[config.mk]
export PLATFORM = sky130hd
export DESIGN_NAME = brf_lane
export DESIGN_NICKNAME = d
export VERILOG_FILES = /design/src/rtl/core/brf_pkg.sv /design/src/rtl/core/brf_lane.sv
export SDC_FILE = /design/constraint.sdc
export NUM_CORES = 1
export LEC_CHECK = 0
export BUFFER_PORTS_ARGS = -buffer_cell sky130_fd_sc_hd__buf_2
export CAP_MARGIN = 25
export CORE_MARGIN = 2
export CORE_UTILIZATION = 55
export CTS_BUF_LIST = sky130_fd_sc_hd__clkbuf_8
export CTS_CLUSTER_SIZE = 24
export DETAILED_ROUTE_END_ITERATION = 8
export PLACE_DENSITY = 0.71
export SLEW_MARGIN = 20
export SYNTH_ARGS = -nofsm -noshare
export SYNTH_HDL_FRONTEND = slang
export SYNTH_SLANG_ARGS = --single-unit
[constraint.sdc]
create_clock -name clock -period 6.11 [get_ports clock]
set_input_delay 0.3055 -clock clock [delete_from_list [all_inputs] [get_ports clock]]
set_output_delay 0.3055 -clock clock [all_outputs]
set_load 0.03 [all_outputs]
[src/rtl/core/brf_pkg.sv]
// ----------------------------------------------------------------------------
// brf_pkg
// Shared widths, codes and types of the byte ring FIFO.
// ----------------------------------------------------------------------------
package brf_pkg;

   localparam int OP_W      = 2;
   localparam int LEN_W     = 4;
   localparam int DATA_W    = 64;
   localparam int CNT_W     = 11;
   localparam int BYTE_W    = 8;
   localparam int MAX_LANES = 8;

   localparam int DEF_STORE_DEPTH = 1024;
   localparam int DEF_LANES       = 8;

   localparam logic [CNT_W-1:0] CAP_RESET = 11'd1024;

   typedef enum logic [OP_W-1:0] {
      OP_ENQ  = 2'd0,
      OP_DEQ  = 2'd1,
      OP_PEEK = 2'd2,
      OP_NONE = 2'd3
   } op_type;

   typedef enum logic [1:0] {
      ST_OK       = 2'd0,
      ST_NO_SPACE = 2'd1,
      ST_NO_DATA  = 2'd2
   } status_type;

   typedef struct packed {
      status_type         status;
      logic [LEN_W-1:0]   moved;
      logic [CNT_W-1:0]   fill;
      logic               rd_ok;
   } meta_type;

endpackage

[src/rtl/core/brf_lane.sv]
// ----------------------------------------------------------------------------
// brf_lane
// One byte bank of the store: one write and one registered read per cycle.
// ----------------------------------------------------------------------------
module brf_lane #(
   parameter int ROWS  = 128,
   parameter int ROW_W = 7
) (
   input  logic                     clock,
   input  logic                     we,
   input  logic [ROW_W-1:0]         waddr,
   input  logic [brf_pkg::BYTE_W-1:0] wdata,
   input  logic                     re,
   input  logic [ROW_W-1:0]         raddr,
   output logic [brf_pkg::BYTE_W-1:0] rdata
);
   import brf_pkg::*;

   logic [BYTE_W-1:0] mem [ROWS];
   logic [BYTE_W-1:0] rdata_ff;

   always_ff @(posedge clock) begin
      if (we) begin
         mem[waddr] <= wdata;
      end
   end

   always_ff @(posedge clock) begin
      if (re) begin
         rdata_ff <= mem[raddr];
      end
   end

   assign rdata = rdata_ff;

endmodule

# Word level (Yosys, flattened, before mapping)

Memory sizes are Yosys's and may differ from the RTL's. A register that Yosys moved wholly into a read port is not among the register bits.
Index checks and enable logic that the tools add are counted.
Widths: inputs -> output; s select.

Register bits: 0
Memory bits (writable): 1,024
Input port bits: 25
Output and inout port bits: 8
Word-level logic and storage cells: 3
Memories kept: 1

Muxes and demuxes: 2

Memories:

| memory | words | bits a word | read ports | clocked after memory_dff | write ports | line           | RTL |
|---|---|---|---|---|---|---|---|
| mem    | 128   | 8           | 1          | 1                        | 1           | brf_lane.sv:19 | `logic [BYTE_W-1:0] mem [ROWS];` |

Operator list:

| cell   | count |
|---|---|
| $mux 1 | 2 |

# Depth between registers and ports, before layout

Gate-level depths: netlist of the first run.

Depth after elaboration: 2
Gate-level depth with buffers: 7
Gate-level depth less buffers: 4

# Worst setup path after synthesis of the first run

No wires, ideal clock.

Kind: input to register
Start: input port raddr[0]
End: register rdata_ff[0] (netlist: rdata[0]), read port of mem (data pin)
Library setup time: 0.260 ns
Arrival: 2.689 ns
Required time: 5.850 ns
Slack: 3.161 ns
Stages: 6
Buffers on the path: 2
Path through: clkbuf_1 > buf_1 > mux4_2 > mux4_2 > mux4_2 > mux2_2

RTL lines:

| what            | line           | RTL |
|---|---|---|
| start, declared | brf_lane.sv:14 | `input logic [ROW_W-1:0] raddr,` |
| end, declared   | brf_lane.sv:20 | `logic [BYTE_W-1:0] rdata_ff;` |

==> impl_metrics.tcl, run 1 <==
set metrics [dict create \
    end_kind "flip-flop" \
    cts_buffer_depth 3 \
    synth-xor-area-share_pct 0 \
    track_usage_pct 24.0 \
    wl_per_cell_um 30.3 \
    rsz0062_at_grt "no" \
    maxCapViolCount 0 \
    min_period_over_period_pct 48.8 \
    grt_max_degree 111 \
    setup_viol 0 \
    critical_path_arrival_ps 3500 \
    avgSynthCellArea_um2 24.3 \
    synth_mux_area_share_pct 19.3 \
    fin_ws_ps 3130 \
    placed_cells 2560 \
    drt-pass1-iter-count 6 \
    cp_data_required_time_ps 6630 \
    status "complete, no violations" \
    ys_seq_elements 1032 \
    hpwl_um 51400 \
    clkSinkCount 1032 \
    p_switching_mw 3.01 \
    final_common_cell "edfxtp_1" \
    antenna_found_initial 2 \
    drtIter0Drc 2291 \
    yosysUniqueCellTypes 16 \
    power_density_mw_per_mm2 314 \
    drive_above_1_share_pct 32.2 \
    netlist_instances 1635 \
    final_cell_mix "edfxtp_1 (1032), mux4_2 (336), clkbuf_8 (161)" \
    pwr-share-clk_pct 38.1 \
    syn2layout_area_growth_pct 10.8 \
    vias_per_cell 6.33 \
    cts_resized 0 \
    cts.clk_slew.worst_paths_ps 60 \
    ant_nets 0 \
    synthAdderAreaFrac_pct 0 \
    peakVddDrop_mv 0.248 \
    finClkSkew_ps 26.7 \
    gp_congestion 0.835 \
    swShare_pct 21.8 \
    path_class "input port to flip-flop" \
    cts_buffers 157 \
    finalHoldViolCount 0 \
    max_freq_mhz 335 \
    synth_area_mm2 0.0397 \
    synth_compound_area_share_pct 0 \
    grt-ovfl-total 0 \
    whs_ps 55.4 \
    max-slew-margin-rel_pct 27.2 \
    power_frac_seq_pct 56.7 \
    cts-root-buf "clkbuf_8" \
    core_mm2 0.0715 \
    syn_nets 1660 \
    synth_top_family_by_area "multiplexers" \
    die_area_mm2 0.0744 \
    clk_latency_ps 800 \
    path_max_fanout 61 \
    htreeDepth 4 \
    combinationalPowerShare_pct 5.1 \
    setup_tns_ps 0 \
    drcViolationCount 0 \
    wl_um 86200 \
    hp-class "input port to flip-flop" \
    yosysWarnings 0 \
    initial_core_util_pct 55.6 \
    grt_pass1_vias 18600 \
    rows 98 \
    seq_area_frac_synth_pct 78.0 \
    fin_crit_ps 2980 \
    grt_first_pass_wirelength_um 126000 \
    io_pins 33 \
    instances_no_fill 2846 \
    nets 1802 \
    cts_tree "yes" \
    final_max_slew_viol_count 0 \
    internal_power_mw 10.8 \
    die_h_um 273 \
    die_w_um 273 \
    port_buffers 32 \
    synth-simple-area-share_pct 1.75 \
    cp-start-kind "input port" \
    place_ws_ps 2300 \
    worst_slew_pin_slew_ps 1090 \
    num_vias 18000 \
    p_leak_nw 13.6 \
]
==> cells in the mapped netlist <==
library cell | instances | area [um^2]
buf_4 | 11 | 82.6
buf_2 | 15 | 75.1
buf_1 | 18 | 67.6
clkbuf_1 | 44 | 165
nand4_1 | 3 | 18.8
nor3_1 | 9 | 45.0
edfxtp_1 | 1032 | 31000
nand3_1 | 12 | 60.1
nand2_1 | 14 | 52.6
nor2_1 | 122 | 458
buf_6 | 1 | 11.3
mux2_2 | 8 | 90.1
or3_1 | 1 | 6.26
nor2b_1 | 7 | 43.8
mux4_2 | 336 | 7570
nand2b_1 | 2 | 12.5
==> path summary, 6_finish.rpt <==
kind / from / endpoint / slack, ps / cells after the start
worst max-delay path: raddr[0] / rdata[5]$_DFFE_PP_ / 3130 / 6
worst min-delay path: wdata[5] / mem[125][5]$_DFFE_PP_ / 60 / 1
worst max register to register: mem[124][5]$_DFFE_PP_ / rdata[5]$_DFFE_PP_ / 3520 / 4
worst min register to register: mem[119][2]$_DFFE_PP_ / rdata[2]$_DFFE_PP_ / 1200 / 4
==> metal layers <==
| metal | share of wire (%) | vias to the layer above | GRT usage [%] |
|---|---|---|---|
| met5 | 0.015 | - | 0 |
| met4 | 3.4 | 2 | 8.91 |
| met3 | 9.8 | 153 | 6.25 |
| met2 | 48 | 909 | 36.7 |
| met1 | 39 | 9621 | 34.2 |
| li1 | - | 7336 | - |
==> registers in the layout, indices dropped and copies added (netlist names) <==
| signal | flops |
|---|---|
| rdata | 8 |
| mem | 1024 |
==> critical path, stage by stage <==
cell and delay (ps):
buf_8 550, buf_12 450, mux4_2 610, mux4_2 550, mux4_2 600, mux2_2 300
==> layout make-up <==
class	instances	area, um^2
diodes	1	2.50
clock buffers	161	2220
multi-input cells	514	8380
well taps	950	1190
flip-flops and latches	1032	31000
clock inverters	116	668
fillers	4770	27400
repair buffers	72	598
==> power by group through the flow <==
stage	Combinational, mW	Clock (mW)	Sequential, mW
floorplan	0.395	0	8.00
global placement	0.698	0	7.99
detailed placement	0.711	0	7.99
CTS	0.715	5.36	7.85
global route	0.746	5.66	7.84
finish	0.709	5.28	7.85
==> timing repair <==
item	CTS	global route
hold buffers	5	0
endpoints found under the setup margin	0	0
hold endpoints to repair	90	0
setup buffers	0	0
==> through the flow <==
stage	instance area, um^2	power [mW]	util [%]
floorplan	39700	8.39	-
global placement	41100	8.69	57.5
detailed placement	41100	8.71	57.5
CTS	44000	13.9	61.6
global route	44000	14.2	61.6
finish	44000	13.8	61.6
==> cells by family after synthesis <==
group | count (synthesis)
buf+inv | 89
mux | 344
simple gates | 170
flops | 1032
Power figures use the tool's default switching activity.
==> inputs of run 2 (changes only) <==
- ABC_AREA: not set -> 1
- PLACE_DENSITY: 0.71 -> 0.73
- clock period: 6.11 -> 2.4 ns (I/O delays scaled with it)
==> run 2 against run 1 <==
  * Clock power increased by 150%
  * Flip-flop and latch count unchanged
  * Global-route usage increased by 3.3 points
  * Sequential power increased to 2.5 times the previous value
  * Non-clock buffer count increased by 197
  * Hold slack improved by 29 ps
  * Die area increased by 6.0%
  * Critical path type is now flip-flop to flip-flop
  * Critical endpoint is now rdata[0]$_DFFE_PP_
  * Largest power group unchanged
  * Highest routed layer unchanged
==> impl_metrics.tcl, run 2 <==
set metrics [dict create \
    min_period_over_period_pct 91.3 \
    track_usage_pct 27.4 \
    wl_um 106000 \
    io_pins 33 \
    syn2layout_area_growth_pct 12.6 \
    core_mm2 0.0759 \
    power_density_mw_per_mm2 747 \
    yosysUniqueCellTypes 13 \
    vias_per_cell 5.78 \
    peakVddDrop_mv 0.416 \
    cts_setup_buffers 0 \
    maxCapViolCount 0 \
    clkSinkCount 1032 \
    path_max_fanout 1 \
    grt_max_degree 137 \
    yosysMostFrequentCell "nand2_1" \
    wl_per_cell_um 21.5 \
    final_cell_mix "nand2_1 (1215), edfxtp_1 (1032), nand3_1 (931)" \
    fin_crit_ps 2190 \
    cts_buffer_depth 3 \
    hp-class "input port to flip-flop" \
    seq_area_frac_synth_pct 73.5 \
    ant_nets 0 \
    path_class "flip-flop to flip-flop" \
    cts_buffers 162 \
    synth_area_leader_cell "edfxtp_1" \
    drcViolationCount 0 \
    fin_util_pct 62.5 \
    max_freq_mhz 457 \
    netlist_instances 3575 \
    regMostFlops "mem" \
    worst_slew_pin_slew_ps 760 \
    startpoint "mem[71][0]$_DFFE_PP_" \
    synth_common_cells "nand2_1 (1215), edfxtp_1 (1032), nand3_1 (931)" \
    die_w_um 281 \
    synth_area_mm2 0.0422 \
    syn_nets 3600 \
    die_h_um 281 \
    synth_top_cell_area_share_pct 73.5 \
    cts.clk_slew.worst_paths_ps 60 \
    cp-start-kind "flip-flop" \
    clk_latency_ps 810 \
    yosysWarnings 0 \
    status "complete, no violations" \
    hpwl_um 62200 \
    hold_buffers 18 \
    setup_viol 0 \
    setup.worst_path.end "rdata[0]$_DFFE_PP_" \
    max-slew-margin-rel_pct 49.1 \
    gp_congestion 0.881 \
    port_buffers 32 \
    num_vias 28500 \
    synth_area_leaders "edfxtp_1 (73%), nand3_1 (11%), nand2_1 (11%)" \
    finalHoldViolCount 0 \
    end_kind "flip-flop" \
    htreeDepth 4 \
    final_max_slew_viol_count 0 \
    r2r_slack_ps 210 \
    ys_seq_elements 1032 \
    cp_data_required_time_ps 2970 \
    die_area_mm2 0.0789 \
    grt-ovfl-total 0 \
    synthFlopType "edfxtp_1" \
    cts_tree "yes" \
    initial_core_util_pct 55.5 \
    final_common_cell "nand2_1" \
    antenna_found_initial 5 \
    drt-pass1-iter-count 8 \
    avgSynthCellArea_um2 11.8 \
    whs_ps 84.3 \
    drtIter0Drc 4020 \
    finClkSkew_ps 41.2 \
    largest_reg_flops 1024 \
    cts_resized 0 \
    r2r_end "rdata[0]$_DFFE_PP_" \
    nets 3802 \
    rsz0062_at_grt "no" \
    rows 101 \
    grt_pass1_vias 27600 \
    regToRegStartpoint "mem[71][0]$_DFFE_PP_" \
    setup_tns_ps 0 \
    reg2regPathDepth 11 \
    grt_first_pass_wirelength_um 162000 \
    cts-root-buf "clkbuf_8" \
    critical_path_arrival_ps 2760 \
    synth_edf_count 1032 \
    async_flop_share_pct 0 \
    drive_above_1_share_pct 11.4 \
    p_leak_nw 17.4 \
]
-- run 2: cell types whose count changed in the layout (fill, tap and decap cells not counted), sizes merged, moves of 8 or more --
cell,delta
mux4,-336
buf,+183
mux2,-8
nor2,+12
dlygate4sd3,+13
nand3,+919
inv,+34
nand2,+1201
-- run 2: worst max-delay path, cell delays in order, from the launching register on --
cell	delay, ps
edfxtp_1	360
nand2_1	80
nand3_1	80
nand3_1	150
nand3_1	170
nand2_1	140
nand2_1	150
nand3_1	160
nand2_1	70
nand2_1	50
dlygate4sd3_1	540
nand2_1	50
-- run 2: metrics by stage --
stage                     total power [mW]  setup slack (ps)  area (um^2)  instances
after floorplan                       21.7               924        42200       3575
after global routing                  36.6               137        47500       4932
after CTS                             35.6               228        47500       4931
after global placement                22.6               116        44500       4625
final                                 35.5               210        47500       4932
after detailed placement              22.7               114        44500       4625
-- run 2: kinds of logic after synthesis --
logic type / synth area share (%)
flip-flops: 73.5
buffers and inverters: 3.39
AND/OR/NAND/NOR: 23.1
-- run 2: worst min path at each step --
stage | from | endpoint | slack (ps) | cells after the start
2_1_floorplan | wdata[0] | mem[0][0]$_DFFE_PP_ | 220 | 0
3_3_place_gp | wdata[0] | mem[40][0]$_DFFE_PP_ | 480 | 1
3_5_place_dp | wdata[0] | mem[40][0]$_DFFE_PP_ | 480 | 1
4_1_cts | we | mem[103][5]$_DFFE_PP_ | 20 | 3
5_1_grt | we | mem[103][5]$_DFFE_PP_ | 100 | 3
6_report | we | mem[103][5]$_DFFE_PP_ | 80 | 3
-- run 2: layer usage --
| metal | vias to the layer above | GRT usage [%] | routed length (um) |
|---|---|---|---|
| li1 | 13000 | - | - |
| met1 | 13800 | 38.0 | 42000 |
| met2 | 1520 | 42.6 | 49400 |
| met3 | 240 | 5.95 | 11000 |
| met4 | 8 | 10.7 | 3300 |
| met5 | - | 0 | 47 |
-- run 2: area by class of cell --
class | count | area, um^2
Sequential cell | 1032 | 31000
Fill cell | 5697 | 28500
Multi-Input combinational cell | 2288 | 9760
Timing Repair Buffer | 269 | 2480
Clock buffer | 162 | 2230
Tap cell | 1030 | 1290
Clock inverter | 126 | 614
Inverter | 24 | 116
Antenna cell | 1 | 2.50
-- run 2: power by group --
group | switching [mW] | total, mW | internal (mW)
clock | 6.66 | 13.1 | 6.43
combinational | 1.76 | 2.41 | 0.645
sequential | 0.0309 | 20.0 | 19.9
