File: config.mk
export PLATFORM = sky130hd
export DESIGN_NAME = brf_ctrl
export DESIGN_NICKNAME = d
export VERILOG_FILES = /design/src/rtl/core/brf_pkg.sv /design/src/rtl/core/brf_ctrl.sv
export SDC_FILE = /design/constraint.sdc
export NUM_CORES = 1
export LEC_CHECK = 0
export BUFFER_PORTS_ARGS = -buffer_cell sky130_fd_sc_hd__buf_2
export CORE_ASPECT_RATIO = 0.9
export CORE_MARGIN = 5
export CORE_UTILIZATION = 51
export DETAILED_ROUTE_END_ITERATION = 7
export HOLD_SLACK_MARGIN = 0.15
export PLACE_DENSITY = 0.84
export SLEW_MARGIN = 10
export SYNTH_ARGS = -nofsm -noshare
export SYNTH_HDL_FRONTEND = slang
export SYNTH_SLANG_ARGS = --single-unit
File: constraint.sdc
create_clock -name clock -period 7.4 [get_ports clock]
set_clock_uncertainty 0.1 [all_clocks]
set_input_delay 1.48 -clock clock [delete_from_list [all_inputs] [get_ports clock]]
set_output_delay 1.48 -clock clock [all_outputs]
set_load 0.02 [all_outputs]
File: src/rtl/core/brf_pkg.sv
// ----------------------------------------------------------------------------
// brf_pkg
// Shared widths, codes and types of the byte ring FIFO.
// ----------------------------------------------------------------------------
package brf_pkg;

   localparam int OP_W      = 2;
   localparam int LEN_W     = 4;
   localparam int DATA_W    = 64;
   localparam int CNT_W     = 11;
   localparam int BYTE_W    = 8;
   localparam int MAX_LANES = 8;

   localparam int DEF_STORE_DEPTH = 1024;
   localparam int DEF_LANES       = 8;

   localparam logic [CNT_W-1:0] CAP_RESET = 11'd1024;

   typedef enum logic [OP_W-1:0] {
      OP_ENQ  = 2'd0,
      OP_DEQ  = 2'd1,
      OP_PEEK = 2'd2,
      OP_NONE = 2'd3
   } op_type;

   typedef enum logic [1:0] {
      ST_OK       = 2'd0,
      ST_NO_SPACE = 2'd1,
      ST_NO_DATA  = 2'd2
   } status_type;

   typedef struct packed {
      status_type         status;
      logic [LEN_W-1:0]   moved;
      logic [CNT_W-1:0]   fill;
      logic               rd_ok;
   } meta_type;

endpackage

File: src/rtl/core/brf_ctrl.sv
// ----------------------------------------------------------------------------
// brf_ctrl
// Capacity register, ring pointers and fill count; decides each item and
// drives the bank write and read addresses.
// ----------------------------------------------------------------------------
module brf_ctrl #(
   parameter int STORE_DEPTH = 1024,
   parameter int LANES       = 8,
   parameter int LANE_W      = 3,
   parameter int ROWS        = 128,
   parameter int ROW_W       = 7
) (
   input  logic                                   clock,
   input  logic                                   reset,
   input  logic                                   csr_we,
   input  logic [brf_pkg::CNT_W-1:0]              csr_wdata,
   input  logic                                   accept,
   input  logic [brf_pkg::OP_W-1:0]               operation,
   input  logic [brf_pkg::LEN_W-1:0]              length,
   input  logic [brf_pkg::DATA_W-1:0]             payload,
   output logic [LANES-1:0]                       lane_we,
   output logic [LANES-1:0][ROW_W-1:0]            lane_waddr,
   output logic [LANES-1:0][brf_pkg::BYTE_W-1:0]  lane_wdata,
   output logic [LANES-1:0][ROW_W-1:0]            lane_raddr,
   output brf_pkg::meta_type                      meta,
   output logic [LANE_W-1:0]                      rd_lane
);
   import brf_pkg::*;

   logic [CNT_W-1:0]  capacity_ff, capacity_in;
   logic [CNT_W-1:0]  cnt_ff, cnt_in;
   logic [LANE_W-1:0] wr_lane_ff, wr_lane_in, rd_lane_ff, rd_lane_in;
   logic [ROW_W-1:0]  wr_row_ff, wr_row_in, rd_row_ff, rd_row_in;

   logic [CNT_W-1:0]  cap_eff;
   logic [LEN_W-1:0]  len_sat;
   op_type            op;
   logic [CNT_W:0]    sum_fill;
   logic              enq_ok, rd_ok_c;
   status_type        status_c;
   logic [CNT_W-1:0]  fill_c;
   logic [LANE_W:0]   wr_lane_sum, rd_lane_sum;
   logic [ROW_W-1:0]  wr_row_inc, rd_row_inc;

   always_comb begin
      if (int'(capacity_ff) > STORE_DEPTH) begin
         cap_eff = CNT_W'(STORE_DEPTH);
      end else begin
         cap_eff = capacity_ff;
      end
   end

   assign len_sat  = (length > LEN_W'(LANES)) ? LEN_W'(LANES) : length;
   assign op       = op_type'(operation);
   assign sum_fill = (CNT_W+1)'(cnt_ff) + (CNT_W+1)'(len_sat);
   assign enq_ok   = (op == OP_ENQ) && (sum_fill <= (CNT_W+1)'(cap_eff));
   assign rd_ok_c  = ((op == OP_DEQ) || (op == OP_PEEK)) && (CNT_W'(len_sat) <= cnt_ff);

   always_comb begin
      unique case (op)
         OP_ENQ:          status_c = enq_ok ? ST_OK : ST_NO_SPACE;
         OP_DEQ, OP_PEEK: status_c = rd_ok_c ? ST_OK : ST_NO_DATA;
         default:         status_c = ST_OK;
      endcase
   end

   always_comb begin
      if (enq_ok) begin
         fill_c = sum_fill[CNT_W-1:0];
      end else if (rd_ok_c && (op == OP_DEQ)) begin
         fill_c = cnt_ff - CNT_W'(len_sat);
      end else begin
         fill_c = cnt_ff;
      end
   end

   assign meta.status = status_c;
   assign meta.moved  = (enq_ok || rd_ok_c) ? len_sat : '0;
   assign meta.fill   = fill_c;
   assign meta.rd_ok  = rd_ok_c;
   assign rd_lane     = rd_lane_ff;

   // pointer arithmetic: lane within a row, row wraps over the bank depth
   assign wr_row_inc  = (wr_row_ff == ROW_W'(ROWS - 1)) ? '0 : wr_row_ff + 1'b1;
   assign rd_row_inc  = (rd_row_ff == ROW_W'(ROWS - 1)) ? '0 : rd_row_ff + 1'b1;
   assign wr_lane_sum = (LANE_W+1)'(wr_lane_ff) + (LANE_W+1)'(len_sat);
   assign rd_lane_sum = (LANE_W+1)'(rd_lane_ff) + (LANE_W+1)'(len_sat);

   genvar b;
   for (b = 0; b < LANES; b++) begin : g_lane
      logic [LANE_W:0] wd;
      logic [LANE_W:0] wi;

      assign wd = (LANE_W+1)'(b + LANES) - (LANE_W+1)'(wr_lane_ff);
      assign wi = (wd >= (LANE_W+1)'(LANES)) ? wd - (LANE_W+1)'(LANES) : wd;

      assign lane_we[b]    = accept && enq_ok && (LEN_W'(wi) < len_sat);
      assign lane_waddr[b] = (LANE_W'(b) < wr_lane_ff) ? wr_row_inc : wr_row_ff;
      assign lane_wdata[b] = payload[BYTE_W*wi +: BYTE_W];
      assign lane_raddr[b] = (LANE_W'(b) < rd_lane_ff) ? rd_row_inc : rd_row_ff;
   end

   always_comb begin
      capacity_in = capacity_ff;
      cnt_in      = cnt_ff;
      wr_lane_in  = wr_lane_ff;
      wr_row_in   = wr_row_ff;
      rd_lane_in  = rd_lane_ff;
      rd_row_in   = rd_row_ff;
      if (csr_we) begin
         capacity_in = csr_wdata;
         cnt_in      = '0;
         wr_lane_in  = '0;
         wr_row_in   = '0;
         rd_lane_in  = '0;
         rd_row_in   = '0;
      end else if (accept) begin
         cnt_in = fill_c;
         if (enq_ok) begin
            if (wr_lane_sum >= (LANE_W+1)'(LANES)) begin
               wr_lane_in = LANE_W'(wr_lane_sum - (LANE_W+1)'(LANES));
               wr_row_in  = wr_row_inc;
            end else begin
               wr_lane_in = LANE_W'(wr_lane_sum);
            end
         end
         if (rd_ok_c && (op == OP_DEQ)) begin
            if (rd_lane_sum >= (LANE_W+1)'(LANES)) begin
               rd_lane_in = LANE_W'(rd_lane_sum - (LANE_W+1)'(LANES));
               rd_row_in  = rd_row_inc;
            end else begin
               rd_lane_in = LANE_W'(rd_lane_sum);
            end
         end
      end
   end

   always_ff @(posedge clock) begin
      if (reset) begin
         capacity_ff <= CAP_RESET;
         cnt_ff      <= '0;
         wr_lane_ff  <= '0;
         wr_row_ff   <= '0;
         rd_lane_ff  <= '0;
         rd_row_ff   <= '0;
      end else begin
         capacity_ff <= capacity_in;
         cnt_ff      <= cnt_in;
         wr_lane_ff  <= wr_lane_in;
         wr_row_ff   <= wr_row_in;
         rd_lane_ff  <= rd_lane_in;
         rd_row_ff   <= rd_row_in;
      end
   end

`ifndef SYNTHESIS
   a_fill_within_cap: assert property (@(posedge clock) disable iff (reset)
      cnt_ff <= cap_eff)
      else $error("fill count above effective capacity");

   a_peek_keeps_state: assert property (@(posedge clock) disable iff (reset)
      (accept && !csr_we && (op == OP_PEEK)) |=>
         ($stable(rd_row_ff) && $stable(rd_lane_ff) && $stable(cnt_ff)))
      else $error("peek changed read pointer or fill count");
`endif

endmodule

### Word level (Yosys, flattened, before mapping)

Index checks and enable logic that the tools add are counted.

* memory bits (writable): 0
* output and inout bits: 205
* bits in latches: 0
* word-level logic and storage cells: 137
* bits in registers: 42
* memories kept: 0
* memory bits (read-only): 0
* bits of input ports: 85

* bitwise logic cells: 0
* shift-type cells: 8
* div/mod/pow operators: 0
* add/sub/neg operators: 24
* multiply operators: 0
* mux-type cells: 36
* $lt $le $gt $ge: 38
* reduce and logical (&&, ||, !) cells: 21
* equal/unequal tests: 4

Operator list (number)
* indexed part select 64 x 8 -> 8 bit: 8
* two-way mux 7 bit: 18
* greater-or-equal comparator 4 bit, second input constant: 10
* two-way mux 4 bit: 10
* two-way mux 11 bit: 3
* less-than comparator 4 bit: 8
* subtractor 4 x 3 -> 4 bit, first input constant: 8
* subtractor 4 bit, second input constant: 8
* less-than comparator 3 bit, first input constant: 8
* adder 7 x 1 -> 7 bit, second input constant: 2
* == test 7 bit, second input constant: 2
* adder 11 x 4 -> 12 bit: 1
* <= comparator 12 x 11 -> 1 bit: 1
* logical AND 1 bit: 12
* less-than comparator 1 x 3 -> 1 bit, first input constant: 4
* less-than comparator 2 x 3 -> 1 bit, first input constant: 4
* greater-than comparator 11 bit, second input constant: 1
* <= comparator 4 x 11 -> 1 bit: 1
* subtractor 11 x 4 -> 11 bit: 1
* adder 3 x 4 -> 4 bit: 2
* two-way mux 3 bit: 2
* AND reduction 3 bit: 2
* subtractor 3 x 1 -> 3 bit, second input constant: 2
* greater-than comparator 4 bit, second input constant: 1
* other kinds (9): 12

### Longest topological paths before layout

Gate-level depths: netlist of run 1.

* depth after elaboration: 7
* depth in mapped cells: 19

### Worst setup path after synthesis of run 1

Ideal clock, no wire load.

* path type: input port to output port
* from: in length[3] (netlist name)
* to: out lane_we[4]
* slack: 0.137 ns
* data arrival time: 5.683 ns
* data required time: 5.820 ns
* path buffers: 2
* cell stages on the path: 18
* cells stage by stage: clkbuf_1 -> nor2b_1 -> ha_1 -> inv_1 -> fa_1 -> o21bai_1 -> a21oi_1 -> nor2_1 -> nand3_1 -> xnor2_1 -> ha_1 -> a21oi_1 -> o211ai_1 -> a211oi_1 -> o211a_2 -> buf_1 -> nand2_1 -> a211oi_1

* longest elaborated chain between the ends: 7

RTL lines
* start: declaration: line brf_ctrl.sv:19 `input logic [brf_pkg::LEN_W-1:0] length,`
* greater-than comparator 4 bit: line brf_ctrl.sv:53 `assign len_sat = (length > LEN_W'(LANES)) ? LEN_W'(LANES) : length;`
* two-way mux 4 bit (*): line brf_ctrl.sv:53
* adder 11 x 4 -> 12 bit: line brf_ctrl.sv:55 `assign sum_fill = (CNT_W+1)'(cnt_ff) + (CNT_W+1)'(len_sat);`
* <= comparator 12 x 11 -> 1 bit: line brf_ctrl.sv:56 `assign enq_ok = (op == OP_ENQ) && (sum_fill <= (CNT_W+1)'(cap_eff));`
* logical AND 1 bit: line brf_ctrl.sv:56
* logical AND 1 bit: line brf_ctrl.sv:97 `assign lane_we[b] = accept && enq_ok && (LEN_W'(wi) < len_sat);`
* logical AND 1 bit (*): line brf_ctrl.sv:97
* end: declaration: line brf_ctrl.sv:21 `output logic [LANES-1:0] lane_we,`

Every way passes the cells marked *; elsewhere a longest branch is shown, timed or not.

==> results of run 1 <==
[what timing repair did]
item / 4_1_cts / 5_1_grt
hold buffers: 0 / 0
hold endpoints to repair: 0 / 0
setup endpoints to repair: 0 / 19
resized for setup: 0 / 6
[cell usage after synthesis, drive strengths merged (25+ instances only)]
cell type / n / share of area
xor2: 34 / 0.041
nor2: 89 / 0.046
mux4: 64 / 0.20
inv: 36 / 0.019
nand2: 256 / 0.13
o21ai: 53 / 0.038
a21oi: 41 / 0.028
ha: 54 / 0.093
mux2: 25 / 0.039
clkbuf: 50 / 0.026
xnor2: 35 / 0.042
dfxtp: 42 / 0.12
[per-layer routing]
| layer | up-vias | part of all wire |
|---|---|---|
| met3 | 67 | 0.081 |
| met2 | 426 | 0.49 |
| li1 | 3771 | - |
| met5 | - | 0 |
| met4 | 0 | 0.030 |
| met1 | 3767 | 0.40 |
[where the power goes]
part	internal [mW]	total (mW)	switching, mW
Clock	0.159	0.262	0.102
Sequential	0.231	0.238	0.00710
Combinational	0.147	0.375	0.228
[flip-flops by register name, indices dropped and copies added, names as in the netlist]
name,cells
capacity_ff,11
cnt_ff,11
rd_row_ff,7
wr_row_ff,7
rd_lane,3
wr_lane_ff,3
[logic make-up after synthesis]
kind of cell	Yosys count	share of synthesized area
muxes	108	0.264
DFF	42	0.116
AOI/OAI and AO/OA	144	0.126
other	1	0.000517
buffers and inverters	112	0.0613
and+or+nand+nor	419	0.242
xor gates and xnor gates	69	0.0834
adders and majority gates	59	0.107
[critical path: stages]
cell and delay [ps]:
buf_2 190, nor2b_1 190, ha_1 190, inv_1 50, fa_1 420, o21bai_1 170
a21oi_1 190, nor2_2 220, nand3_1 110, xnor2_1 190, ha_1 330, nand3_1 110
nor3_1 310, a211oi_2 150, o211a_2 370, buf_4 190, or3_1 350, o311ai_1 140
nor2_1 70, buf_2 170
[metrics by stage]
stage / utilization / setup TNS (ps) / instances / total power, mW / worst slack, ps
finish: 0.636 / 0 / 1382 / 0.875 / 204
global route: 0.636 / -65.3 / 1382 / 0.919 / -34.8
CTS: 0.635 / 0 / 1382 / 0.873 / 87.4
detailed placement: 0.623 / 0 / 1374 / 0.614 / 105
global placement: 0.623 / 0 / 1374 / 0.607 / 297
floorplan: - / 0 / 955 / 0.488 / 137
[cell type report]
cell class                      count  area (um2)  share of cell area
Multi-Input combinational cell    801        5990               0.672
Timing Repair Buffer              298        1510               0.170
Sequential cell                    42         846              0.0949
Tap cell                          193         241              0.0271
Inverter                           40         150              0.0169
Clock buffer                        5         125              0.0140
Clock inverter                      3        45.0             0.00506
[final timing paths]
path,end,slack [ps]
setup / recovery,meta[3],200
setup reg to reg,wr_row_ff[4],2810
hold / removal,capacity_ff[6],410
hold reg to reg,capacity_ff[6],410
==> results.ini, run 1 <==
[run_status]
status=finished clean

[hold_path]
hold_class=reg -> reg
hold_depth=2
hp-start=capacity_ff[6]

[cts]
cts_root_buf=clkbuf_16
cts_tree=yes
numClockSinks=42
clk_pin_slew_ps=70
clock_latency_ps=300
h-tree-depth=2
cts_buffers=5
post-cts-setup-buffers=0
cts_buffer_depth=2

[routing]
route.detailed.drc=0
firstDrtPassIters=5
via_per_inst=5.81
drt-total-wl_mm=24.4
avgRoutedWirePerCell_um=17.7
num_vias=8031
drtIter0Drc=598
final_antenna_net_count=0

[power_and_ir_drop]
vdd_drop_max_uv=112
powerDensity_nw_per_um2=98.2
power.leakage_nw=4.52

[sta]
drv_slew=0
setup_viol=0
finalCritPeriodShare=0.972
fin_hold_ws_ps=405
slew_headroom=0.268
max_freq_mhz=139
hold_viol_final=0
worst_pin_slew_ps=1090
post-route-min-period_ps=7200

[place]
post_dp_cell_area_um2=8730
gp_congestion=0.931
io_buffers=289
dp_hpwl_mm=18.9

[die]
core_region_area_um2=14000
initial_core_util=0.518
die-area_um2=16700
io_pins=290
num_rows=41
die_h_um=123
die_x_um=136

[setup_path]
critPathKind=in -> out
cp_max_fo=11
start_kind=primary input
cp_data_required_time_ps=5820
reg2regPathDepth=17
cp-end-kind=primary output
critPathLaunch=length[3]
arrival_ps=5620
timing.rr.start=cnt_ff[0]

[global_route]
use_met1=0.373
track_usage=0.279
gr-max-usage-layer=met2
grt_pass1_wl_mm=37.8
met3_usage=0.0443
antenna_found_initial=0
grt_max_degree=67
use_met2=0.465
grt_pass1_vias=7408
grt_overflow=0

[logic_synthesis]
seq_area_frac_synth=0.116
avgSynthCellArea_um2=7.60
ys_seq_elements=42
yosys_warnings=0
synth_ff_type=dfxtp_1
synthCells=954
synth_async_sr_flop_share=0
synth_edf_count=0
post_synth_instance_area_um2=7250
synthDistinctLibCells=62

[cells_and_area]
antenna_cells=0
nets=1332
area_delta_synth_final_pct=22.9
fill_cells=1272
drive_gt1_frac=0.351
design_area_um2=8910
layout_commonest_cell=buf_2
mostFrequentLayoutCells=289 x buf_2, 254 x nand2_1, 88 x nor2_1, 64 x mux4_2, 54 x ha_1

[run]
drv_cap=0

Note: power is estimated with default switching activity, not from simulation.
==> inputs of run 2 (changes only) <==
==> constraint.sdc (replaced) <==
create_clock -name clock -period 7.4 [get_ports clock]
set_clock_uncertainty 0.1 [all_clocks]
set_input_delay 1.11 -clock clock [delete_from_list [all_inputs] [get_ports clock]]
set_output_delay 1.11 -clock clock [all_outputs]
set_load 0.02 [all_outputs]
==> run 2 against run 1 <==
Non-clock buffer count shrank 2; clock-buffer cell count increased by 1; combinational power is essentially flat; cell area decreased by 0.44%; sequential power about the same; maximum frequency up 5.0%; worst hold slack got worse by 8.5 ps; die area unchanged; largest cell class unchanged.
==> results.ini, run 2 (synthesized netlist as in run 1, its figures left out) <==
[run_status]
status=finished clean

[power_and_ir_drop]
switching_share=0.387
p_int_mw=0.521
power_frac_comb=0.438
clockPowerShare=0.281
powerDensity_nw_per_um2=95.9
vdd_drop_max_uv=86.8
power.share.sequential=0.281
switchingPower_mw=0.329
power.leakage_nw=4.51

[sta]
rsz0062_at_grt=no
slew_headroom=0.252
finalCritPeriodShare=0.926
setup_viol=0
tns_ps=0
max_freq_mhz=146
drv_slew=0
post-route-min-period_ps=6850
fin_ws_ps=546
worst_pin_slew_ps=1110
hold_viol_final=0

[cts]
cts_buffer_depth=2
clk_pin_slew_ps=60
numClockSinks=42
ctsResizeCount=0
cts_hold_repair.buffers=0
h-tree-depth=2
cts_root_buf=clkbuf_16
cts_buffers=5
post-cts-setup-buffers=0
cts_tree=yes
clock_latency_ps=290

[setup_path]
critPathCapture=lane_we[7]
critPathLaunch=length[3]
cp_cell_sequence=buf_2, inv_1, nand2_1, inv_1, ha_1, o21bai_1, a21oi_1, nor2_1, nand3_1, xnor2_1, ha_1, a21oi_1, o211ai_1, a211oi_1, o211a_2, nand2_1, nor2_1, buf_2
reg2regPathDepth=15
crit_slowest_cell=o211a_2
r2r_end=wr_row_ff[6]
critPathKind=in -> out
worst-r2r-setup-slack_ps=2790
cp_max_fo=17
cp-end-kind=primary output
timing.rr.start=cnt_ff[1]
slowest_delay_ps=470
cp_data_required_time_ps=6190
start_kind=primary input
arrival_ps=5640

[routing]
route.detailed.drc=0
via_per_inst=5.74
num_vias=7919
final_antenna_net_count=0
drtIter0Drc=491
drt-total-wl_mm=24.0
firstDrtPassIters=5
avgRoutedWirePerCell_um=17.4

[cells_and_area]
antenna_cells=0
drive_gt1_frac=0.346
layout_commonest_cell=buf_2
nets=1330
mostFrequentLayoutCells=289 x buf_2, 256 x nand2_1, 89 x nor2_1, 64 x mux4_2, 54 x ha_1
top_regs=capacity_ff: 11 flops, cnt_ff: 11 flops
design_area_um2=8870
area_delta_synth_final_pct=22.4

[place]
dp_hpwl_mm=18.6
post_dp_cell_area_um2=8710
io_buffers=289
pre_cts_ws_ps=627
gp_congestion=0.949

[run]
drv_cap=0

[die]
num_rows=41
io_pins=290
core_region_area_um2=14000
initial_core_util=0.518
die_h_um=123
die_x_um=136
die-area_um2=16700

[global_route]
gr-max-usage-layer=met2
grt_max_degree=46
grt_overflow=0
use_met1=0.360
use_met2=0.459
grt_pass1_wl_mm=37.3
antenna_found_initial=0
grt_pass1_vias=7339
met3_usage=0.0529
track_usage=0.274

[hold_path]
hold_class=reg -> reg

## run 2: cell type report
cell class | instances | area (um2)
flip-flops and latches | 42 | 846
fillers | 1217 | 5130
well taps | 193 | 241
clock buffers | 6 | 150
clock inverters | 2 | 10.0
repair buffers | 296 | 1500
inverters | 40 | 150
multi-input cells | 801 | 5970
## run 2: layer usage
layer / vias to the layer above / wire length (um) / part of all wire
met1: 3697 / 9700 / 0.40
met4: 0 / 642 / 0.027
met5: - / 0 / 0
met2: 393 / 11700 / 0.49
li1: 3770 / - / -
met3: 59 / 1920 / 0.080
## run 2: critical path, delay by kind of cell
kind                       cells  cell delay [ps]
and+or+nand+nor                5             1360
adders and majority gates      2              560
AOI/OAI and AO/OA              6             1640
xor gates and xnor gates       1              190
buffers and inverters          4              760
## run 2: stage by stage
| stage | cells | total power [mW] | hold WS, ps | util |
|---|---|---|---|---|
| final | 1380 | 0.851 | 397 | 0.633 |
| after CTS | 1380 | 0.855 | 399 | 0.633 |
| after detailed placement | 1372 | 0.613 | 381 | 0.622 |
| after global placement | 1372 | 0.606 | 374 | 0.622 |
| after floorplan | 955 | 0.488 | 352 | - |
| after global routing | 1380 | 0.900 | 413 | 0.633 |
## run 2: how the worst min path moves through the flow
stage,startpoint,to,slack (ps),cells after the start
detailed placement,capacity_ff[8],capacity_ff[8],380,2
global placement,capacity_ff[8],capacity_ff[8],370,2
CTS,capacity_ff[8],capacity_ff[8],400,2
global route,capacity_ff[6],capacity_ff[6],410,2
finish,capacity_ff[0],capacity_ff[0],400,2
floorplan,capacity_ff[0],capacity_ff[0],350,2
## run 2: power by group through the flow
stage / Combinational, mW / Sequential, mW / Clock, mW
floorplan: 0.249 / 0.239 / 0
global placement: 0.362 / 0.244 / 0
detailed placement: 0.369 / 0.244 / 0
CTS: 0.371 / 0.239 / 0.245
global route: 0.403 / 0.240 / 0.257
finish: 0.373 / 0.239 / 0.239
