File: config.mk
export PLATFORM = sky130hd
export DESIGN_NAME = brf_merge
export DESIGN_NICKNAME = d
export VERILOG_FILES = /design/src/rtl/core/brf_pkg.sv /design/src/rtl/core/brf_merge.sv
export SDC_FILE = /design/constraint.sdc
export NUM_CORES = 1
export LEC_CHECK = 0
export ABC_AREA = 0
export BUFFER_PORTS_ARGS = -buffer_cell sky130_fd_sc_hd__buf_2
export CAP_MARGIN = 20
export CORE_ASPECT_RATIO = 1.1
export CORE_MARGIN = 2
export CORE_UTILIZATION = 37
export DETAILED_ROUTE_END_ITERATION = 16
export PLACE_DENSITY = 0.66
export SLEW_MARGIN = 30
export SYNTH_ARGS = -nofsm -noshare
export SYNTH_HDL_FRONTEND = slang
export SYNTH_SLANG_ARGS = --single-unit
File: constraint.sdc
create_clock -name clock -period 4.5 [get_ports clock]
set_clock_uncertainty 0.2 [all_clocks]
set_input_delay 0.225 -clock clock [delete_from_list [all_inputs] [get_ports clock]]
set_output_delay 0.225 -clock clock [all_outputs]
set_load 0.01 [all_outputs]
File: src/rtl/core/brf_pkg.sv
// ----------------------------------------------------------------------------
// brf_pkg
// Shared widths, codes and types of the byte ring FIFO.
// ----------------------------------------------------------------------------
package brf_pkg;

   localparam int OP_W      = 2;
   localparam int LEN_W     = 4;
   localparam int DATA_W    = 64;
   localparam int CNT_W     = 11;
   localparam int BYTE_W    = 8;
   localparam int MAX_LANES = 8;

   localparam int DEF_STORE_DEPTH = 1024;
   localparam int DEF_LANES       = 8;

   localparam logic [CNT_W-1:0] CAP_RESET = 11'd1024;

   typedef enum logic [OP_W-1:0] {
      OP_ENQ  = 2'd0,
      OP_DEQ  = 2'd1,
      OP_PEEK = 2'd2,
      OP_NONE = 2'd3
   } op_type;

   typedef enum logic [1:0] {
      ST_OK       = 2'd0,
      ST_NO_SPACE = 2'd1,
      ST_NO_DATA  = 2'd2
   } status_type;

   typedef struct packed {
      status_type         status;
      logic [LEN_W-1:0]   moved;
      logic [CNT_W-1:0]   fill;
      logic               rd_ok;
   } meta_type;

endpackage

File: src/rtl/core/brf_merge.sv
// ----------------------------------------------------------------------------
// brf_merge
// Holds the bank read data of an item, rotates the lanes into item order
// and registers the response item.
// ----------------------------------------------------------------------------
module brf_merge #(
   parameter int LANES  = 8,
   parameter int LANE_W = 3
) (
   input  logic                                  clock,
   input  logic                                  reset,
   input  logic                                  accept,
   input  brf_pkg::meta_type                     meta_in,
   input  logic [LANE_W-1:0]                     rd_lane_in,
   input  logic [LANES-1:0][brf_pkg::BYTE_W-1:0] bank_q,
   input  logic                                  rsp_ready,
   output logic                                  rsp_valid,
   output logic [1:0]                            rsp_status,
   output logic [brf_pkg::LEN_W-1:0]             rsp_moved,
   output logic [brf_pkg::DATA_W-1:0]            rsp_read_bytes,
   output logic [brf_pkg::CNT_W-1:0]             rsp_fill_level,
   output logic                                  s1_free
);
   import brf_pkg::*;

   logic              s1_valid_ff, s1_valid_in;
   meta_type          s1_meta_ff;
   logic [LANE_W-1:0] s1_lane_ff;
   logic              s2_valid_ff, s2_valid_in;
   meta_type          s2_meta_ff;
   logic [DATA_W-1:0] s2_bytes_ff;
   logic              s2_adv, s1_fire;
   logic [DATA_W-1:0] bytes_c;

   assign s2_adv  = !s2_valid_ff || rsp_ready;
   assign s1_fire = s1_valid_ff && s2_adv;
   assign s1_free = !s1_valid_ff || s2_adv;

   genvar i;
   for (i = 0; i < MAX_LANES; i++) begin : g_byte
      if (i < LANES) begin : g_used
         logic [LANE_W:0]   src_sum;
         logic [LANE_W-1:0] src;

         assign src_sum = (LANE_W+1)'(s1_lane_ff) + (LANE_W+1)'(i);
         assign src     = (src_sum >= (LANE_W+1)'(LANES)) ?
                          LANE_W'(src_sum - (LANE_W+1)'(LANES)) : LANE_W'(src_sum);
         assign bytes_c[BYTE_W*i +: BYTE_W] =
            (s1_meta_ff.rd_ok && (LEN_W'(i) < s1_meta_ff.moved)) ? bank_q[src] : '0;
      end else begin : g_unused
         assign bytes_c[BYTE_W*i +: BYTE_W] = '0;
      end
   end

   always_comb begin
      s1_valid_in = s1_valid_ff;
      if (accept) begin
         s1_valid_in = 1'b1;
      end else if (s1_fire) begin
         s1_valid_in = 1'b0;
      end
      s2_valid_in = s2_valid_ff;
      if (s1_fire) begin
         s2_valid_in = 1'b1;
      end else if (rsp_ready) begin
         s2_valid_in = 1'b0;
      end
   end

   always_ff @(posedge clock) begin
      if (reset) begin
         s1_valid_ff <= 1'b0;
         s2_valid_ff <= 1'b0;
      end else begin
         s1_valid_ff <= s1_valid_in;
         s2_valid_ff <= s2_valid_in;
      end
      if (accept) begin
         s1_meta_ff <= meta_in;
         s1_lane_ff <= rd_lane_in;
      end
      if (s1_fire) begin
         s2_meta_ff  <= s1_meta_ff;
         s2_bytes_ff <= bytes_c;
      end
   end

   assign rsp_valid      = s2_valid_ff;
   assign rsp_status     = s2_meta_ff.status;
   assign rsp_moved      = s2_meta_ff.moved;
   assign rsp_read_bytes = s2_bytes_ff;
   assign rsp_fill_level = s2_meta_ff.fill;

`ifndef SYNTHESIS
   a_accept_needs_room: assert property (@(posedge clock) disable iff (reset)
      accept |-> s1_free)
      else $error("item taken while holding stage was full");

   a_refused_is_empty: assert property (@(posedge clock) disable iff (reset)
      (s2_valid_ff && (s2_meta_ff.status != ST_OK)) |->
         ((s2_meta_ff.moved == '0) && (s2_bytes_ff == '0)))
      else $error("refused item carries data");
`endif

endmodule

Word level (Yosys, flattened, before mapping) --
Cells that the tools add are included.
Cells by class: $add $sub $neg 15, magnitude comparators 24, mux-type cells 28, reduce and logical (&&, ||, !) cells 15
Operator list (number):
- $bmux 8 s3 | 8
- $mux 8 | 8
- $lt 3x4->1 const B | 8
- $ge 4x4->1 const B | 7
- $mux 3 | 8
- $sub 3x1->3 const B | 8
- $add 3x3->4 const B | 4
- $lt 3x4->1 const A | 4
- $logic_and 1x1->1 | 9
- $add 3x2->4 const B | 2
- $lt 1x4->1 const A | 2
- $lt 2x4->1 const A | 2
- $add 3x1->4 const B | 1
- $ge 3x4->1 const B | 1
- $mux 1 | 4
- $reduce_bool 2->1 | 2
- $logic_not 1->1 | 2
- $logic_or 1x1->1 | 2
Word-level totals: input port bits 89, word-level logic and storage cells 100, output and inout port bits 83, register bits after elaboration 104

Depth between registers and ports, before layout --
Gate-level depths: netlist of the first run.
word-level depth 5, mapped depth 10, gate-level depth less buffers 5

Worst setup path before layout of the first run --
No wires, ideal clock.
path type reg2reg, start register s2_valid_ff, in the netlist rsp_valid, end register s2_meta_ff, in the netlist rsp_fill_level[0], enable pin, library setup time 531 ps, period minus slack after synthesis 4829 ps, data required time 3769 ps, stages on the path, launching flop included 3, setup slack -329 ps, arrival 4098 ps, path buffers 0, cell sequence dfxtp_1 nor2b_1 nor2b_1
On the way: cells in the longest elaborated chain, start to end 3
RTL lines:
- start, declared | line brf_merge.sv:29 | logic s2_valid_ff, s2_valid_in;
- start signal, assigned | line brf_merge.sv:76 | s2_valid_ff <= s2_valid_in;
- $logic_not 1->1 | line brf_merge.sv:35 | assign s2_adv = !s2_valid_ff || rsp_ready;
- $logic_or 1x1->1 | line brf_merge.sv:35
- $logic_and 1x1->1 | line brf_merge.sv:36 | assign s1_fire = s1_valid_ff && s2_adv;
- named net s1_fire | line brf_merge.sv:32 | logic s2_adv, s1_fire;
- end signal, assigned | line brf_merge.sv:83 | s2_meta_ff <= s1_meta_ff;
- end, declared | line brf_merge.sv:30 | meta_type s2_meta_ff;
The timed path passes the listed nets, and every way through them passes these cells. A chain may end at the register's enable or synchronous reset.

Worst setup path after layout of the first run --
start register s1_lane_ff[1], end register s2_bytes_ff[63], in the netlist rsp_read_bytes[63] (data pin)
On the way: cells in the longest elaborated chain, start to end 5, elaborated cells on any way between the ends 6, those cells by class add/sub: 2; order compare: 1; mux: 3
RTL lines:
- start, declared | line brf_merge.sv:28 | logic [LANE_W-1:0] s1_lane_ff;
- start signal, assigned | line brf_merge.sv:80 | s1_lane_ff <= rd_lane_in;
- $add 3x3->4 (*) | line brf_merge.sv:45 | assign src_sum = (LANE_W+1)'(s1_lane_ff) + (LANE_W+1)'(i);
- $ge 4x4->1 / $sub 3x1->3 (equally long branches) | line brf_merge.sv:46, brf_merge.sv:47
- $mux 3 (*) | line brf_merge.sv:46 | assign src = (src_sum >= (LANE_W+1)'(LANES)) ?
- $bmux 8 s3 (*) | line brf_merge.sv:49 | (s1_meta_ff.rd_ok && (LEN_W'(i) < s1_meta_ff.moved)) ? bank_q[src] : '0;
- $mux 8 (not written as such) (*) | line brf_merge.sv:49
- end signal, assigned | line brf_merge.sv:84 | s2_bytes_ff <= bytes_c;
- end, declared | line brf_merge.sv:31 | logic [DATA_W-1:0] s2_bytes_ff;
Mark *: on every way between the ends. The rest lies on a longest branch, timed or not. The select of a mux whose other input is x is not followed.

==> results of run 1 <==
## state kept, by name (all words and copies together), names as in the netlist
name and cells:
rsp_valid 1, s1_valid_ff 1, rsp_moved 4, rsp_fill_level 11
rsp_read_bytes 64, s1_lane_ff 3, rsp_status 2, s1_meta_ff 18
## per-stage QoR
step / power, W / instance area, um^2 / worst slack (ps) / std cells / util
2_1_floorplan: 0.00161 / 5710 / 1250 / 414 / -
3_3_place_gp: 0.00177 / 6610 / 1280 / 754 / 0.439
3_5_place_dp: 0.00178 / 6610 / 1120 / 754 / 0.439
4_1_cts: 0.00263 / 7150 / 1160 / 792 / 0.475
5_1_grt: 0.00272 / 7160 / 905 / 794 / 0.476
6_report: 0.00263 / 7160 / 1130 / 794 / 0.476
## power breakdown
group          switching [W]  internal, W
registers          0.0000432      0.00115
clock network       0.000389     0.000449
logic               0.000335     0.000257
## per-layer routing
layer | track usage | routed length (um) | vias up
met2 | 0.330 | 8400 | 227
met1 | 0.265 | 6750 | 2162
met5 | 0 | 0 | -
met4 | 0.0792 | 371 | 0
met3 | 0.0293 | 1080 | 26
li1 | - | - | 2051
## worst min-delay path: cells and delay by family
| family | cells | cell delay (ps) |
|---|---|---|
| AND/OR/NAND/NOR | 3 | 230 |
| buffers and inverters | 1 | 70 |
## final timing paths
path / to / startpoint / slack (ps) / cells past startpoint
setup / recovery: rsp_read_bytes[63]$_SDFFCE_PN0P_ / s1_lane_ff[1]$_DFFE_PP_ / 1130 / 5
hold / removal: rsp_valid$_SDFFE_PP0P_ / rsp_ready / 20 / 4
setup reg to reg: rsp_read_bytes[63]$_SDFFCE_PN0P_ / s1_lane_ff[1]$_DFFE_PP_ / 1130 / 5
hold reg to reg: rsp_fill_level[3]$_DFFE_PP_ / s1_meta_ff[4]$_DFFE_PP_ / 230 / 0
## what timing repair did
item	4_1_cts	5_1_grt
buffers inserted	0	0
hold buffers	22	0
endpoints found under the hold margin	23	0
## layout by cell type (no fill, tap or decap), types with 2 or more instances in the layout
master         synthesis  routed
buf_4                  3       2
o21ai_1                5       5
inv_6                  0       4
ha_1                   2       2
o211ai_1               2       2
buf_2                 12     171
diode_2                0       2
o32ai_1                2       2
mux4_2                 6       6
mux2_4                 8       8
nor4_1                 7       7
nand2b_1               2       2
o21ai_0                3       3
nor2b_1                3       2
mux2i_1               43      43
o22ai_1               64      64
nand2_1                5       5
clkbuf_16              0       9
edfxtp_1             102     102
nor2_1                13      13
mux2_2                49      49
nor3_1                32      32
inv_2                  2       2
dfxtp_1                2       2
o2111ai_1              6       6
nand3_1                5       5
mux2i_4                3       3
dlygate4sd3_1          0      22
clkinv_8               0       2
## area by class of cell
cell class,instances,area [um^2]
fillers,1417,7890
flip-flops and latches,104,3100
multi-input cells,277,2370
repair buffers,196,1100
well taps,196,245
clock buffers,9,225
clock inverters,7,97.6
inverters,3,11.3
diodes,2,5.00
## cells by family after synthesis
family          count (synthesis)
mux                           110
flops                         104
compound gates                 89
simple gates                   72
buf+inv                        33
xor+xnor                        4
fa+ha+maj                       2
==> reports/qor.yml, run 1 <==
outcome: "complete, no violations"
slowest_stage: "edfxtp_1"
hold_viol: 0
vias_per_cell: 5.62
ant_nets: 0
cts_tree: "yes"
cpLargestDelayFamily: "flip-flops"
yosys_warnings: 0
cp.required_ps: 4400
clk_pin_slew_worst_paths_ps: 80
synth_cell_type_count: 47
hp-class: "in -> reg"
synth-xor-area-share: 0.0107
setup.worst_path.end_class: "flop"
die_area_um2: 16400
powerDensity_nw_per_um2: 367
cts_resized: 0
h-tree-depth: 3
cts_sinks: 104
grt_max_degree: 82
syn_avg_cell_area_um2: 13.8
synth_compound_area_frac: 0.105
critPathMaxFanout: 27
numCtsBuffers: 9
max_slew_margin: 0.373
muxShareOfSynthArea: 0.231
grt_pass1_vias: 4427
synth_ff_type: "edfxtp_1"
synth_top_family_by_area: "multiplexers"
maxCapViolations: 0
path_class: "reg -> reg"
synth-edff-count: 102
path_buf_inv: 2
antenna_found_initial: 2
drc_errors: 0
ios: 172
slowest_delay_ps: 970
drive_gt1_frac: 0.445
fin_crit_sh: 0.748
crit_chain: "inv_2 -> ha_1 -> inv_2 -> o311ai_0 -> nor4_1"
hold_slack_ps: 16.1
fmax_ghz: 0.297
ys_seq_area_frac: 0.544
synth.top_cell.area_share: 0.536
row_count: 47
clk_path_buf_depth: 2
port_buffers: 171
netlist_area_um2: 5710
syn_to_final_growth_pct: 25.5
start_util: 0.379
synth_fa_ha_area_frac: 0.00438
synthSimpleGateAreaFrac: 0.0638
synth.area.top_cells: "edfxtp_1 (54%), mux2_2 (9.7%), mux2i_1 (7.5%)"
synth_common_cells: "edfxtp_1 (102), o22ai_1 (64), mux2_2 (49)"
min_period_ps: 3370
clkLatencyLatePin_ps: 360
start_kind: "flop"
wl_um: 16600
ys_ff_latch: 104
drt_iter0_drc: 304
cpMostUsedCell: "inv_2"
synth_top_cell_by_area: "edfxtp_1"
final_nets: 682
die_height_um: 134
rsz0062_at_grt: "false"
slew_viol_final: 0
setup_viol: 0
worstMarginPinSlew_ps: 941
vias: 4466
synth_nets: 505
fp.coreArea_um2: 15100
leakage_nw: 2.80
finalSetupTns_ps: 0
overflow: 0
peakVddDrop_mv: 0.157
clock-root-buffer: "clkbuf_16"
drtPass1Iterations: 7
grt_first_pass_wirelength_um: 24800
die_w_um: 122
async_reset_ff_frac: 0
crit_arrival_ps: 3270
hpwlAfterDp_um: 12200
synthCells: 414
place.gp.congestion: 0.897
wl_per_cell_um: 20.9
yosys.cell_count.top_type: "edfxtp_1"
grt_usage: 0.200
Note: power is estimated with default switching activity, not from simulation.
==> run 2, diff against run 1 <==
==> constraint.sdc (replaced) <==
create_clock -name clock -period 2.71 [get_ports clock]
set_clock_uncertainty 0.2 [all_clocks]
set_input_delay 0.1355 -clock clock [delete_from_list [all_inputs] [get_ports clock]]
set_output_delay 0.1355 -clock clock [all_outputs]
set_load 0.01 [all_outputs]
==> run 2 against run 1 <==
Count of clock-buffer cells in the layout grew 1. Critical path depth did not move. Register-to-register slack worse by 780 ps. Clock power up 55%. Sequential share of layout area decreased by 0.36 points. Sequential power grew 64%. Combinational power increased by 73%. Utilization increased by 0.40 points. Flip-flop and latch count did not move.
==> reports/qor.yml, run 2 (synthesis gave the netlist of run 1 again) <==
port_buffers: 171
numCtsBuffers: 9
vias_per_cell: 5.57
crit_chain: "buf_12 -> ha_1 -> xor2_1 -> nand3_1 -> o22ai_1"
drc_errors: 0
fillers: 1389
path_class: "reg -> reg"
grt_usage: 0.196
finalNonFillerCells: 801
dpl_cell_area_um2: 6690
wl_per_cell_um: 20.4
min_period_ps: 2360
slew_viol_final: 0
drt_iter0_drc: 362
die_w_um: 122
final_nets: 690
start_kind: "flop"
cts_tree: "yes"
die_area_um2: 16400
peakVddDrop_mv: 0.281
hold_viol: 0
fmax_ghz: 0.424
wl_um: 16400
postCtsHoldBufs: 24
crit_arrival_ps: 2340
row_count: 47
switching_share: 0.297
cp_num_cells: 5
setup_viol: 0
h-tree-depth: 3
final_cell_mix: "buf_2 (171), edfxtp_1 (102), o22ai_1 (64)"
rr_startpoint: "s1_lane_ff[0]$_DFFE_PP_"
ant_nets: 0
drive_gt1_frac: 0.447
max_slew_margin: 0.509
fin_crit_sh: 0.870
largest_register_ff_count: 64
dp.cells: 760
layout_commonest_cell: "buf_2"
cts_sinks: 104
post-cts-setup-buffers: 0
hp-class: "in -> reg"
path_buf_inv: 1
cts_resized: 0
place.gp.congestion: 0.921
grt_first_pass_wirelength_um: 24600
hp-start: "accept"
p_sw_w: 0.00127
slowest_delay_ps: 400
clock-root-buffer: "clkbuf_16"
reg2reg_depth: 5
cp.required_ps: 2690
pwr-share-seq: 0.460
clkLatencyLatePin_ps: 350
syn_to_final_growth_pct: 26.5
clk_path_buf_depth: 2
ios: 172
start_util: 0.379
fin_area_um2: 7220
fp.coreArea_um2: 15100
grt_max_degree: 82
outcome: "complete, no violations"
worstMarginPinSlew_ps: 737
cpLargestDelayFamily: "flip-flops"
powerDensity_nw_per_um2: 593
antenna_found_initial: 1
overflow: 0
r2r_end: "rsp_read_bytes[40]$_SDFFCE_PN0P_"
critPathMaxFanout: 71
maxCapViolations: 0
die_height_um: 134
holdPathStages: 1
clk_pin_slew_worst_paths_ps: 80
rsz0062_at_grt: "false"
power_w: 0.00428
slowest_stage: "edfxtp_1"
setup.worst_path.end_class: "flop"
finalSetupTns_ps: 0
grt_pass1_vias: 4460
p_comb_frac: 0.238
pwr-share-clk: 0.302
r2r_slack_ps: 350
internal_power_w: 0.00301
drtPass1Iterations: 5
min_to: "s1_meta_ff[14]$_DFFE_PP_"
leakage_nw: 2.84
vias: 4465
hpwlAfterDp_um: 12000
-- run 2: cell types whose count changed in the layout (fill, tap and decap cells not counted), moves of 2 or more --
cell and change:
dlygate4sd3_1 +2, inv_8 +2, buf_4 +4, buf_12 +3, clkinv_8 -2
-- run 2: routing by layer --
metal | track usage | share of wire | vias to the layer above
li1 | - | - | 2066
met1 | 0.253 | 0.40 | 2157
met2 | 0.331 | 0.51 | 214
met3 | 0.0349 | 0.068 | 28
met4 | 0.0639 | 0.020 | 0
met5 | 0 | 0 | -
-- run 2: metrics by stage --
stage                     utilization  setup slack [ps]  hold slack [ps]
after floorplan                     -               279             7.88
after global placement          0.445               426              109
after detailed placement        0.445               408              114
after CTS                       0.480               347             96.4
after global routing            0.480               226              112
final                           0.480               352             82.0
-- run 2: area by class of cell --
| cell class | count | area, um^2 | share of cell area |
|---|---|---|---|
| Sequential cell | 104 | 3100 | 0.430 |
| Multi-Input combinational cell | 277 | 2370 | 0.329 |
| Timing Repair Buffer | 204 | 1200 | 0.166 |
| Tap cell | 196 | 245 | 0.0340 |
| Clock buffer | 10 | 229 | 0.0317 |
| Clock inverter | 6 | 57.6 | 0.00797 |
| Inverter | 3 | 11.3 | 0.00156 |
| Antenna cell | 1 | 2.50 | 0.000346 |
-- run 2: worst register-to-register path, stage by stage (launching register included) --
cell      delay [ps]
edfxtp_1         400
buf_12           370
ha_1             280
xor2_1           260
nand3_1          350
o22ai_1          320
-- run 2: power groups by stage --
stage	sequential [W]	combinational [W]	clock [W]
after global placement	0.00200	0.000958	0
after floorplan	0.00202	0.000652	0
final	0.00197	0.00102	0.00130
after global routing	0.00198	0.00109	0.00137
after CTS	0.00197	0.00101	0.00131
after detailed placement	0.00201	0.000976	0
-- run 2: worst max path at each step --
stage / from / endpoint / slack, ps
after floorplan: s1_lane_ff[0]$_DFFE_PP_ / rsp_read_bytes[40]$_SDFFCE_PN0P_ / 280
after CTS: s1_lane_ff[0]$_DFFE_PP_ / rsp_read_bytes[9]$_SDFFCE_PN0P_ / 350
after global placement: s1_lane_ff[0]$_DFFE_PP_ / rsp_read_bytes[46]$_SDFFCE_PN0P_ / 430
after detailed placement: s1_lane_ff[0]$_DFFE_PP_ / rsp_read_bytes[44]$_SDFFCE_PN0P_ / 410
after global routing: s1_lane_ff[0]$_DFFE_PP_ / rsp_read_bytes[8]$_SDFFCE_PN0P_ / 230
final: s1_lane_ff[0]$_DFFE_PP_ / rsp_read_bytes[40]$_SDFFCE_PN0P_ / 350
==> run 3, diff against run 2 <==
--- a/config.mk
+++ b/config.mk
@@ -8,7 +8,6 @@
 export ABC_AREA = 0
 export BUFFER_PORTS_ARGS = -buffer_cell sky130_fd_sc_hd__buf_2
 export CAP_MARGIN = 20
-export CORE_ASPECT_RATIO = 1.1
 export CORE_MARGIN = 2
 export CORE_UTILIZATION = 37
 export DETAILED_ROUTE_END_ITERATION = 16
==> run 3 against run 2 <==
Die area hardly changed. Worst setup slack worse by 38 ps. Non-clock buffer count shrank 1. Critical path type unchanged. Largest cell class unchanged.
==> reports/qor.yml, run 3 (synthesis gave the netlist of run 1 again) <==
outcome: "complete, no violations"
cts_sinks: 104
layout_commonest_cell: "buf_2"
final_nets: 689
drive_gt1_frac: 0.444
setup_viol: 0
drt_iter0_drc: 329
wl_per_cell_um: 21.4
largest_register_ff_count: 64
cp.required_ps: 2640
reg2reg_depth: 5
grt_max_degree: 82
diodes: 0
h-tree-depth: 3
rsz0062_at_grt: "false"
fillers: 1363
die_area_um2: 16400
peakVddDrop_mv: 0.391
drtPass1Iterations: 5
finalNonFillerCells: 789
ant_nets: 0
maxCapViolations: 0
ios: 172
antenna_found_initial: 0
clkLatencyLatePin_ps: 360
place.gp.congestion: 0.825
slew_viol_final: 0
crit_arrival_ps: 2320
die_w_um: 128
row_count: 45
powerDensity_nw_per_um2: 582
cts_tree: "yes"
max_slew_margin: 0.483
drc_errors: 0
fmax_ghz: 0.417
final_cell_mix: "buf_2 (171), edfxtp_1 (102), o22ai_1 (64)"
min_period_ps: 2400
vias: 4548
cts_resized: 0
clk_pin_slew_worst_paths_ps: 70
overflow: 0
syn_to_final_growth_pct: 25.7
power_w: 0.00418
setup.worst_path.end_class: "flop"
numCtsBuffers: 9
path_class: "reg -> reg"
hp-class: "in -> reg"
worstMarginPinSlew_ps: 772
grt_pass1_vias: 4529
wl_um: 16900
critPathMaxFanout: 18
post-cts-setup-buffers: 0
start_kind: "flop"
grt_usage: 0.207
fin_crit_sh: 0.884
hold_viol: 0
fp.coreArea_um2: 15100
clock-root-buffer: "clkbuf_16"
clk_path_buf_depth: 2
grt_first_pass_wirelength_um: 25100
leakage_nw: 2.81
holdPathStages: 1
dp.cells: 751
port_buffers: 171
die_height_um: 128
finalSetupTns_ps: 0
vias_per_cell: 5.76
hpwlAfterDp_um: 12600
start_util: 0.377
-- run 3: cell count changes in the layout (fill, tap and decap cells not counted), sizes merged --
cell	change
clkinvlp	+2
clkbuf	-1
inv	-6
diode	-1
clkinv	+3
buf	-1
-- run 3: area by class of cell --
cell class                 instances  area [um^2]  share of cell area
clock buffer                       9          225              0.0314
clock inverter                     5         36.3             0.00505
inverter                           3         11.3             0.00157
multi-input combinational        277         2370               0.331
sequential                       104         3100               0.432
tap                              188          235              0.0328
timing repair buffer             203         1190               0.166
-- run 3: worst paths after layout --
path	startpoint	endpoint	slack [ps]
max	s1_lane_ff[1]$_DFFE_PP_	rsp_read_bytes[63]$_SDFFCE_PN0P_	310
min	accept	s1_meta_ff[4]$_DFFE_PP_	80
max reg2reg	s1_lane_ff[1]$_DFFE_PP_	rsp_read_bytes[63]$_SDFFCE_PN0P_	310
min reg2reg	s1_meta_ff[17]$_DFFE_PP_	rsp_status[1]$_DFFE_PP_	220
-- run 3: per-layer routing --
metal | global-route usage | vias up | wire length (um)
met1 | 0.255 | 2209 | 6980
met4 | 0.0834 | 0 | 433
met2 | 0.338 | 243 | 7990
met5 | 0 | - | 0
li1 | - | 2069 | -
met3 | 0.0647 | 27 | 1520
-- run 3: repair_timing --
item                       in CTS  in global routing
setup endpoints to repair       0                  0
hold buffers                   24                  0
hold endpoints to repair       23                  0
-- run 3: report_power, final --
| group | total [W] | internal [W] | switching [W] |
|---|---|---|---|
| Combinational | 0.00103 | 0.000444 | 0.000590 |
| Sequential | 0.00196 | 0.00191 | 0.0000468 |
| Clock | 0.00118 | 0.000612 | 0.000572 |
| Total | 0.00418 | 0.00297 | 0.00121 |
-- run 3: metrics by stage --
| stage | instance area (um^2) | setup WS, ps | util | hold slack [ps] |
|---|---|---|---|---|
| 2_1_floorplan | 5720 | 279 | - | 7.88 |
| 3_3_place_gp | 6680 | 421 | 0.441 | 113 |
| 3_5_place_dp | 6680 | 368 | 0.441 | 114 |
| 4_1_cts | 7180 | 349 | 0.474 | 63.2 |
| 5_1_grt | 7180 | 178 | 0.474 | 81.2 |
| 6_report | 7180 | 314 | 0.474 | 75.6 |
-- run 3: critical path, cell delays in order, from the launching register on --
cell	delay, ps
edfxtp_1	420
inv_2	180
ha_1	340
xor2_4	500
o311ai_0	200
nor4_1	330
